--- src/rtl/ltc_pkg.sv ---
// Shared constants, type codes and keyword matching for the literal type classifier.
// No dependencies.
package ltc_pkg;

	typedef enum logic [2:0] {
		TC_BOOL   = 3'd0,
		TC_INT    = 3'd1,
		TC_FLOAT  = 3'd2,
		TC_STRING = 3'd3,
		TC_LIST   = 3'd4,
		TC_NONE   = 3'd5,
		TC_EXPR   = 3'd6,
		TC_UNREC  = 3'd7
	} type_code_t;

	localparam logic [7:0] CH_MINUS  = 8'h2d;
	localparam logic [7:0] CH_POINT  = 8'h2e;
	localparam logic [7:0] CH_QUOTE  = 8'h22;
	localparam logic [7:0] CH_LPAREN = 8'h28;
	localparam logic [7:0] CH_RPAREN = 8'h29;
	localparam logic [7:0] CH_DOLLAR = 8'h24;
	localparam logic [7:0] CH_ZERO   = 8'h30;
	localparam logic [7:0] CH_NINE   = 8'h39;

	localparam logic [2:0] POS_MAX = 3'd6;

	// alive_q / alive_n bit positions
	localparam int KW_TRUE  = 0;
	localparam int KW_FALSE = 1;
	localparam int KW_NONE  = 2;

	typedef logic [2:0] kw_t;

	// per-keyword match of byte c at position pos
	function automatic kw_t kw_match(input logic [2:0] pos, input logic [7:0] c);
		kw_t m;
		m = '0;
		unique case (pos)
			3'd0: begin
				m[KW_TRUE]  = (c == "t");
				m[KW_FALSE] = (c == "f");
				m[KW_NONE]  = (c == "N");
			end
			3'd1: begin
				m[KW_TRUE]  = (c == "r");
				m[KW_FALSE] = (c == "a");
				m[KW_NONE]  = (c == "o");
			end
			3'd2: begin
				m[KW_TRUE]  = (c == "u");
				m[KW_FALSE] = (c == "l");
				m[KW_NONE]  = (c == "n");
			end
			3'd3: begin
				m[KW_TRUE]  = (c == "e");
				m[KW_FALSE] = (c == "s");
				m[KW_NONE]  = (c == "e");
			end
			3'd4: begin
				m[KW_FALSE] = (c == "e");
			end
			default: m = '0;
		endcase
		return m;
	endfunction

endpackage

--- src/rtl/ltc_track.sv ---
// Running token state and type decision for the literal type classifier.
// Depends on ltc_pkg.
module ltc_track import ltc_pkg::*; (
	input  logic       clk,
	input  logic       arst_n,
	input  logic       advance,
	input  logic [7:0] char_s1,
	input  logic       final_s1,
	output type_code_t code
);

	logic [2:0] pos_q;
	logic [7:0] first_q;
	logic       digits_only_q;
	logic       digits_or_points_q;
	logic       point_seen_q;
	kw_t        alive_q;

	logic [7:0] first_n;
	logic       skip;
	logic       digit;
	logic       is_point;
	logic       digits_only_n;
	logic       digits_or_points_n;
	logic       point_seen_n;
	kw_t        alive_n;
	logic       kw_true;
	logic       kw_false;
	logic       kw_none;

	always_comb begin
		first_n            = (pos_q == 3'd0) ? char_s1 : first_q;
		skip               = (pos_q == 3'd0) && (char_s1 == CH_MINUS);
		digit              = (char_s1 >= CH_ZERO) && (char_s1 <= CH_NINE);
		is_point           = (char_s1 == CH_POINT);
		digits_only_n      = digits_only_q & (skip | digit);
		digits_or_points_n = digits_or_points_q & (skip | digit | is_point);
		point_seen_n       = point_seen_q | (!skip && !digit && is_point);
		alive_n            = alive_q & kw_match(pos_q, char_s1);
		kw_true            = alive_n[KW_TRUE] && (pos_q == 3'd3);
		kw_false           = alive_n[KW_FALSE] && (pos_q == 3'd4);
		kw_none            = alive_n[KW_NONE] && (pos_q == 3'd3);

		if (kw_true || kw_false) begin
			code = TC_BOOL;
		end else if (digits_only_n) begin
			code = TC_INT;
		end else if (digits_or_points_n && point_seen_n) begin
			code = TC_FLOAT;
		end else if (first_n == CH_QUOTE && char_s1 == CH_QUOTE) begin
			code = TC_STRING;
		end else if (first_n == CH_LPAREN && char_s1 == CH_RPAREN) begin
			code = TC_LIST;
		end else if (kw_none) begin
			code = TC_NONE;
		end else if (first_n == CH_DOLLAR) begin
			code = TC_EXPR;
		end else begin
			code = TC_UNREC;
		end
	end

	always_ff @(posedge clk or negedge arst_n) begin
		if (!arst_n) begin
			pos_q              <= '0;
			first_q            <= '0;
			digits_only_q      <= 1'b1;
			digits_or_points_q <= 1'b1;
			point_seen_q       <= 1'b0;
			alive_q            <= '1;
		end else if (advance) begin
			if (final_s1) begin
				pos_q              <= '0;
				first_q            <= '0;
				digits_only_q      <= 1'b1;
				digits_or_points_q <= 1'b1;
				point_seen_q       <= 1'b0;
				alive_q            <= '1;
			end else begin
				pos_q              <= (pos_q < POS_MAX) ? pos_q + 3'd1 : POS_MAX;
				first_q            <= first_n;
				digits_only_q      <= digits_only_n;
				digits_or_points_q <= digits_or_points_n;
				point_seen_q       <= point_seen_n;
				alive_q            <= alive_n;
			end
		end
	end

endmodule

--- src/rtl/literal_type_classifier.sv ---
// The type code is registered: it is valid from the edge at which the final beat leaves the input
// register. Throughput: one beat per cycle, but a final beat waits while a result is not taken.
// A result waiting in the output register does not stop non-final beats.
// Reset (arst_n, asynchronous, active low) empties both registers and clears token state.
// Depends on ltc_pkg and ltc_track.
module literal_type_classifier import ltc_pkg::*; (
	input  logic       clk,
	input  logic       arst_n,
	input  logic       in_valid,
	output logic       in_ready,
	input  logic [7:0] char_in,
	input  logic       is_final,
	output logic       out_valid,
	input  logic       out_ready,
	output logic [2:0] type_code
);

	logic       valid_s1;
	logic [7:0] char_s1;
	logic       final_s1;
	logic       advance;
	type_code_t code;
	logic       out_valid_q;
	type_code_t code_q;

	// a final beat needs room in the output register
	assign advance  = valid_s1 && (!final_s1 || !out_valid_q || out_ready);
	assign in_ready = !valid_s1 || advance;

	always_ff @(posedge clk or negedge arst_n) begin
		if (!arst_n) begin
			valid_s1 <= 1'b0;
		end else if (in_ready) begin
			valid_s1 <= in_valid;
		end
	end

	always_ff @(posedge clk) begin
		if (in_ready && in_valid) begin
			char_s1  <= char_in;
			final_s1 <= is_final;
		end
	end

	ltc_track u_track (
		.clk      (clk),
		.arst_n   (arst_n),
		.advance  (advance),
		.char_s1  (char_s1),
		.final_s1 (final_s1),
		.code     (code)
	);

	always_ff @(posedge clk or negedge arst_n) begin
		if (!arst_n) begin
			out_valid_q <= 1'b0;
		end else if (advance && final_s1) begin
			out_valid_q <= 1'b1;
		end else if (out_ready) begin
			out_valid_q <= 1'b0;
		end
	end

	always_ff @(posedge clk) begin
		if (advance && final_s1) begin
			code_q <= code;
		end
	end

	assign out_valid = out_valid_q;
	assign type_code = code_q;

endmodule

--- config.mk ---
export PLATFORM = sky130hd
export DESIGN_NAME = literal_type_classifier
export DESIGN_NICKNAME = d
export VERILOG_FILES = /design/src/rtl/ltc_pkg.sv /design/src/rtl/ltc_track.sv /design/src/rtl/literal_type_classifier.sv
export SDC_FILE = /design/constraint.sdc
export NUM_CORES = 1
export LEC_CHECK = 0
export ABC_AREA = 1
export CORE_ASPECT_RATIO = 1.25
export CORE_MARGIN = 8
export CORE_UTILIZATION = 40
export CTS_CLUSTER_SIZE = 24
export DETAILED_ROUTE_END_ITERATION = 6
export DONT_BUFFER_PORTS = 1
export SYNTH_ARGS = -nofsm -noshare
export SYNTH_HDL_FRONTEND = slang
export SYNTH_SLANG_ARGS = --single-unit
--- constraint.sdc ---
create_clock -name clk -period 3.7 [get_ports clk]
set_input_delay 0.74 -clock clk [delete_from_list [all_inputs] [get_ports clk]]
set_output_delay 0.74 -clock clk [all_outputs]
set_load 0.005 [all_outputs]
==> metrics.txt, run 1 <==
Initial Util=0.404; worst hold slack=approximately 0.14 ns; most frequent cells in the layout=nand2_1, inv_1, nand3_1, nor2_1; vias per cell=5.07; IO buf count=0; Crit path arrival time=about 2.2 ns; Power Dens Cells=532 nW/um2; diode count=0; RSZ-0062 raised after global routing=no; chip height=92.4 um; Peak Freq=approximately 480 MHz; post-route design area=approximately 2000 um2; DRC viols=0; final number of setup-violating endpoints=0; first-pass GRT wire length=a little under 7 mm; Total GRT Usage=0.122; largest net degree at the start of global routing=20; Gate Count Post-Synth=243; Synth Flop Type=dfrtp_1; # rows=28; Final WS setup=around 1.6 ns; total number of vias=1558; Rel. slew slack=0.715; critical path capture point type=flop; Yosys reg bits=31; 1st-iter DRT viols=52; fin util=0.431; Setup WS pre-CTS=roughly 1.6 ns; CORE AREA=4620 um2; Worst VDD drop=0.337 mV; syn nets=261; Final Hold Viols=0; Comb power frac=0.330; CP cell instances=inv_2, ha_1, inv_1, nand2_1, nand2_1, nor2_1, nand2_1, nand2_1, nand3_1, nand2_1, nand3_2, nand3_1, nor2_1; die width=77.1 um; total power=about 1.1 mW; Hold Path Class=in -> async; number of global-route vias before repair=1470; power share of the sequential group=0.430; post-synth top area cell=edfxtp_1; CTS tree=done; Int Power=roughly 0.66 mW; CTS Buffer Depth=2; Setup CP Type=reg -> reg; Congestion Overflow GR=0; Tmin final=between 2 and 2.5 ns; status=completed; layout cell share with drive strength beyond 1=0.126; commonest non-fill, non-tap cell in the layout=nand2_1; CTS Buf Count=5; EDFF count, synth=12; post-CTS sizing=0; max-slew violations=0; slowest stage delay, CP=between 0.4 and 0.5 ns; Netlist cell types=26; crit path max fanout=11; Clock Latency Late Sink=between 0.2 and 0.3 ns; Sw Pwr=approximately 0.40 mW; sw frac=0.375; clk sinks=31; post-synth top area share=0.193; Clk network pwr share=0.239; clk root buf=clkbuf_8; CP most frequent cell=nand2_1; Synth area leaders=edfxtp_1, dfrtp_1, nand2_1, dfstp_2, inv_1; H-tree depth=2; Critical Path RT=3.75 ns; post-CTS setup buffer count=0; Max Cap Viol=0; part of the Yosys area used for sequential elements=0.451; Detail Route Antenna Nets=0; Final #Nets=between 200 and 300; Post-Syn Area=between 1500 and 2000 um2; Detailed Route WL=between 4 and 5 mm; Synth async-reset ratio=0.613; final worst clock skew=~0.0065 ns; area delta synth->final=6.70%; Final HPWL DP=3.26 mm; routability cong.=0.914; synth warn=0; slowest cell on the critical path=dfrtp_1; Finished Layout Cells=307; DR WL/cell=13.7 um; Syn Area/Cell=7.69 um2; Boundary Pins=18; leakage power=just under 1 nW; Period Utilization, post-route=0.568; antenna violations before repair=0; drt first pass iters=4; Worst Tran Pin Value=approximately 0.43 ns; placed cell count=roughly 300; Worst-path clk slew=~0.070 ns; crit start category=flop; final setup TNS=0 ns; Hold-fix buffers, CTS=0; Placed Area=between 1500 and 2000 um2; Die ar.=around 7100 um2
final timing paths:
path                                           startpoint                        endpoint  slack, ns  cells after the start
hold reg to reg            u_track.alive_q[2]$_DFFE_PN1P_  u_track.alive_q[2]$_DFFE_PN1P_       0.48                      2
max in group asynchronous                          arst_n  u_track.alive_q[0]$_DFFE_PN1P_       3.38                      0
hold / removal                                     arst_n    u_track.pos_q[0]$_DFFE_PN0P_       0.14                      0
setup reg to reg             u_track.pos_q[2]$_DFFE_PN0P_      type_code[1]$_SDFFCE_PP0P_       1.60                     13
min in group clk           u_track.alive_q[2]$_DFFE_PN1P_  u_track.alive_q[2]$_DFFE_PN1P_       0.48                      2
setup / recovery             u_track.pos_q[2]$_DFFE_PN0P_      type_code[1]$_SDFFCE_PP0P_       1.60                     13
registers in the layout (all words and copies together) (netlist names):
name / flops
char_s1: 8
final_s1: 1
out_valid: 1
type_code: 3
u_track.alive_q: 3
u_track.digits_only_q: 1
u_track.digits_or_points_q: 1
u_track.first_q: 8
u_track.point_seen_q: 1
u_track.pos_q: 3
valid_s1: 1
cells in the mapped netlist, types with 2 or more instances:
cell,instances
nand3_1,21
nand4_1,5
inv_2,3
nand2_2,3
dfrtp_1,14
nand2_1,80
dfstp_2,5
nor2_1,20
nand2_4,3
o22ai_1,5
inv_1,29
o21ai_0,14
a21oi_1,2
buf_6,2
ha_1,5
edfxtp_1,12
o21ai_1,4
nor2_2,3
nand3_2,6
power groups by stage:
| stage | Clock [mW] | Sequential (mW) | Combinational, mW |
|---|---|---|---|
| floorplan | 0 | 0.448 | 0.308 |
| global placement | 0 | 0.461 | 0.346 |
| detailed placement | 0 | 0.461 | 0.348 |
| CTS | 0.259 | 0.456 | 0.349 |
| global route | 0.275 | 0.462 | 0.401 |
| finish | 0.254 | 0.456 | 0.350 |
worst max-delay path: cells and delay by family, from the launching register on:
family        cells  cell delay, ns
buf+inv           2            0.38
simple gates     10            0.71
fa+ha+maj         1            0.35
flops             1            0.42
kinds of logic after synthesis:
| group | Yosys count | synth area share |
|---|---|---|
| AOI/OAI and AO/OA | 28 | 0.0837 |
| adders and majority gates | 5 | 0.0335 |
| buffers and inverters | 36 | 0.0810 |
| DFF | 31 | 0.451 |
| and+or+nand+nor | 143 | 0.351 |
routing by layer:
| layer | up-vias | track usage | share of wire |
|---|---|---|---|
| met5 | - | 0 | 0 |
| met2 | 40 | 0.221 | 0.51 |
| met3 | 10 | 0.0320 | 0.048 |
| met4 | 0 | 0.0678 | 0.027 |
| li1 | 787 | - | - |
| met1 | 721 | 0.125 | 0.41 |
area by class of cell:
type	instances	area, um2
Clock buffer	7	76.3
Clock inverter	1	5.00
Fill cell	477	2630
Inverter	32	120
Multi-Input combinational cell	176	875
Sequential cell	31	842
Tap cell	60	75.1
Power figures use the tool's default switching activity.
==> run 2, diff against run 1 <==
- clock period: 3.7 -> 1.7 ns (I/O delays scaled with it)
==> run 2 against run 1 <==
Clock-buffer cell count increased by 1. Sequential cell count is the same. Critical path type unchanged. Highest routed layer unchanged. Critical endpoint is now type_code[2]$_SDFFCE_PP0P_. The run now ends with setup timing left. Largest cell class unchanged. Worst setup slack worse by 1.7 ns. Die area did not move. Global-route usage up 1.2 points. Core utilization increased by 9.3 points.
==> metrics.txt, run 2 (same netlist as run 1, synthesis figures left out) <==
DR WL/cell=13.5 um (-1.2%); diode count=0 (unchanged); die width=77.1 um (unchanged); Final #Nets=298 (+13%); total power=2.91 mW (+170%); crit path max fanout=4 (-7); DR top layer=met4; number of global-route vias before repair=1680 (+14%); commonest non-fill, non-tap cell in the layout=nand2_1; Hold Path Class=in -> reg; H-tree depth=2 (unchanged); CP cell instances=buf_4, ha_4, buf_4, nand2_4, nand2_1, nand2_1, nand2_1, nand2_1, nand3_1, nand2_1, nand3_2, nand3_2, nor2_1; Worst VDD drop=0.778 mV (+130%); wire length on met1=2.00 mm (+16%); Total GRT Usage=0.134 (+0.0118); placed cell count=325 (+8.7%); Final Hold Viols=0 (unchanged); CTS Buf Count=5 (unchanged); drt first pass iters=4 (unchanged); Final HPWL DP=3.46 mm (+6.2%); # rows=28 (unchanged); Worst-path clk slew=0.07 ns (about the same); leakage power=1.19 nW (+20%); worst hold slack=0.148 ns (+0.00927 ns); reg-to-reg endpoint=type_code[2]$_SDFFCE_PP0P_; post-route design area=2420 um2 (+22%); Critical Path RT=1.74 ns (-2.01 ns); largest net degree at the start of global routing=20 (unchanged); CTS Buffer Depth=2 (unchanged); CP endpoint=type_code[2]$_SDFFCE_PP0P_; IO buf count=0 (unchanged); CP startpoint=u_track.pos_q[0]$_DFFE_PN0P_; routability cong.=0.877 (-4.0%); most frequent cells in the layout=nand2_1, buf_4, inv_1, nand3_1, nor2_1; total number of vias=1663 (+6.7%); clk root buf=clkbuf_8; Power Dens Cells=1200 nW/um2 (+130%); Max Cap Viol=0 (unchanged); first-pass GRT wire length=7.71 mm (+13%); Die ar.=7130 um2 (unchanged); crit start category=flop; CORE AREA=4620 um2 (unchanged); vias per cell=4.88 (-3.9%); reg2reg path depth=13 (unchanged); area delta synth->final=29.8%; biggest regs=char_s1 x8, u_track.first_q x8; Period Utilization, post-route=1.06 (+0.494); Detailed Route WL=4.61 mm (+9.8%); layout cell share with drive strength beyond 1=0.324 (+0.198); antenna violations before repair=0 (unchanged); failing checks=setup timing; Final WS setup=-0.106 ns (-1.70 ns); Detail Route Antenna Nets=0 (unchanged); final number of setup-violating endpoints=3 (+3); Setup CP Type=reg -> reg; CP most frequent cell=nand2_1; Finished Layout Cells=341 (+11%); Worst Tran Pin Value=0.899 ns (+0.473 ns); Peak Freq=554 MHz (+16%); RSZ-0062 raised after global routing=yes; critical path capture point type=flop; final worst clock skew=0.0144 ns (+0.00790 ns); slowest stage delay, CP=0.41 ns (about the same); Placed Area=2160 um2 (+13%); max-slew violations=0 (unchanged); Crit path arrival time=1.84 ns (-0.31 ns); Initial Util=0.404 (unchanged); Routed met3 length=111 um (-45%); chip height=92.4 um (unchanged); flop-to-flop setup slack=-0.11 ns (-1.70 ns); slowest cell on the critical path=dfrtp_1; DRC viols=0 (unchanged); RR Startpoint=u_track.pos_q[0]$_DFFE_PN0P_; Clock Latency Late Sink=0.28 ns (about the same); clk sinks=31 (unchanged); Congestion Overflow GR=0 (unchanged); Rel. slew slack=0.399 (-0.317); DR WL met2=2.40 mm (+11%); Boundary Pins=18 (unchanged); CTS tree=done; Tmin final=1.81 ns (-0.296 ns); fin util=0.524 (+0.0933); status=finished with violations; 1st-iter DRT viols=95 (+83%)
run 2: cell count changes in the layout (fill, tap and decap cells not counted), moves of 3 or more:
| cell | before | now |
|---|---|---|
| nand2_1 | 80 | 73 |
| nor2_1 | 20 | 16 |
| o21ai_0 | 14 | 11 |
| ha_1 | 5 | 0 |
| nor2_2 | 3 | 6 |
| buf_4 | 0 | 29 |
| nand2_2 | 3 | 10 |
| inv_1 | 29 | 25 |
| ha_4 | 0 | 4 |
run 2: per-stage QoR:
step                TNS (ns)  worst slack (ns)
floorplan           -0.00613          -0.00613
global placement      -0.327            -0.116
detailed placement    -0.365            -0.140
CTS                   -0.176           -0.0617
global route          -0.764            -0.225
finish                -0.310            -0.106
run 2: repair_timing:
item,in CTS,in global routing
hold endpoints to repair,19,0
cloned,0,2
resized for setup,9,22
buffers inserted,4,1
setup endpoints to repair,3,5
pin swaps,3,13
hold buffers,1,0
run 2: worst min path at each step:
stage / startpoint / end / cells after the start
5_1_grt: char_in[5] / char_s1[5]$_DFFE_PP_ / 0
3_3_place_gp: arst_n / u_track.pos_q[1]$_DFFE_PN0P_ / 0
6_report: char_in[5] / char_s1[5]$_DFFE_PP_ / 0
2_1_floorplan: arst_n / out_valid$_DFFE_PN0P_ / 0
4_1_cts: out_ready / out_valid$_DFFE_PN0P_ / 1
3_5_place_dp: arst_n / u_track.pos_q[0]$_DFFE_PN0P_ / 0
run 2: where the power goes:
group | switching (mW) | leakage, nW | internal, mW | total, mW
sequential | 0.0815 | 0.344 | 0.904 | 0.985
combinational | 0.717 | 0.790 | 0.573 | 1.29
clock | 0.262 | 0.0515 | 0.369 | 0.631
total | 1.06 | 1.19 | 1.85 | 2.91
run 2: metal layers:
| metal | GRT usage | up-vias |
|---|---|---|
| met5 | 0 | - |
| met4 | 0.0552 | 0 |
| met3 | 0.0252 | 7 |
| met2 | 0.241 | 30 |
| met1 | 0.151 | 762 |
| li1 | - | 864 |
run 2: final cells by class:
cell class | count | area, um2
multi-input cells | 178 | 1020
repair buffers | 32 | 259
fillers | 448 | 2200
inverters | 32 | 125
well taps | 60 | 75.1
clock buffers | 8 | 100
flip-flops and latches | 31 | 842
run 2: worst max-delay path: cells and delay by family, from the launching register on:
kind / cells / cell delay [ns]
adders and majority gates: 1 / 0.17
buffers and inverters: 2 / 0.29
DFF: 1 / 0.41
and+or+nand+nor: 10 / 0.70
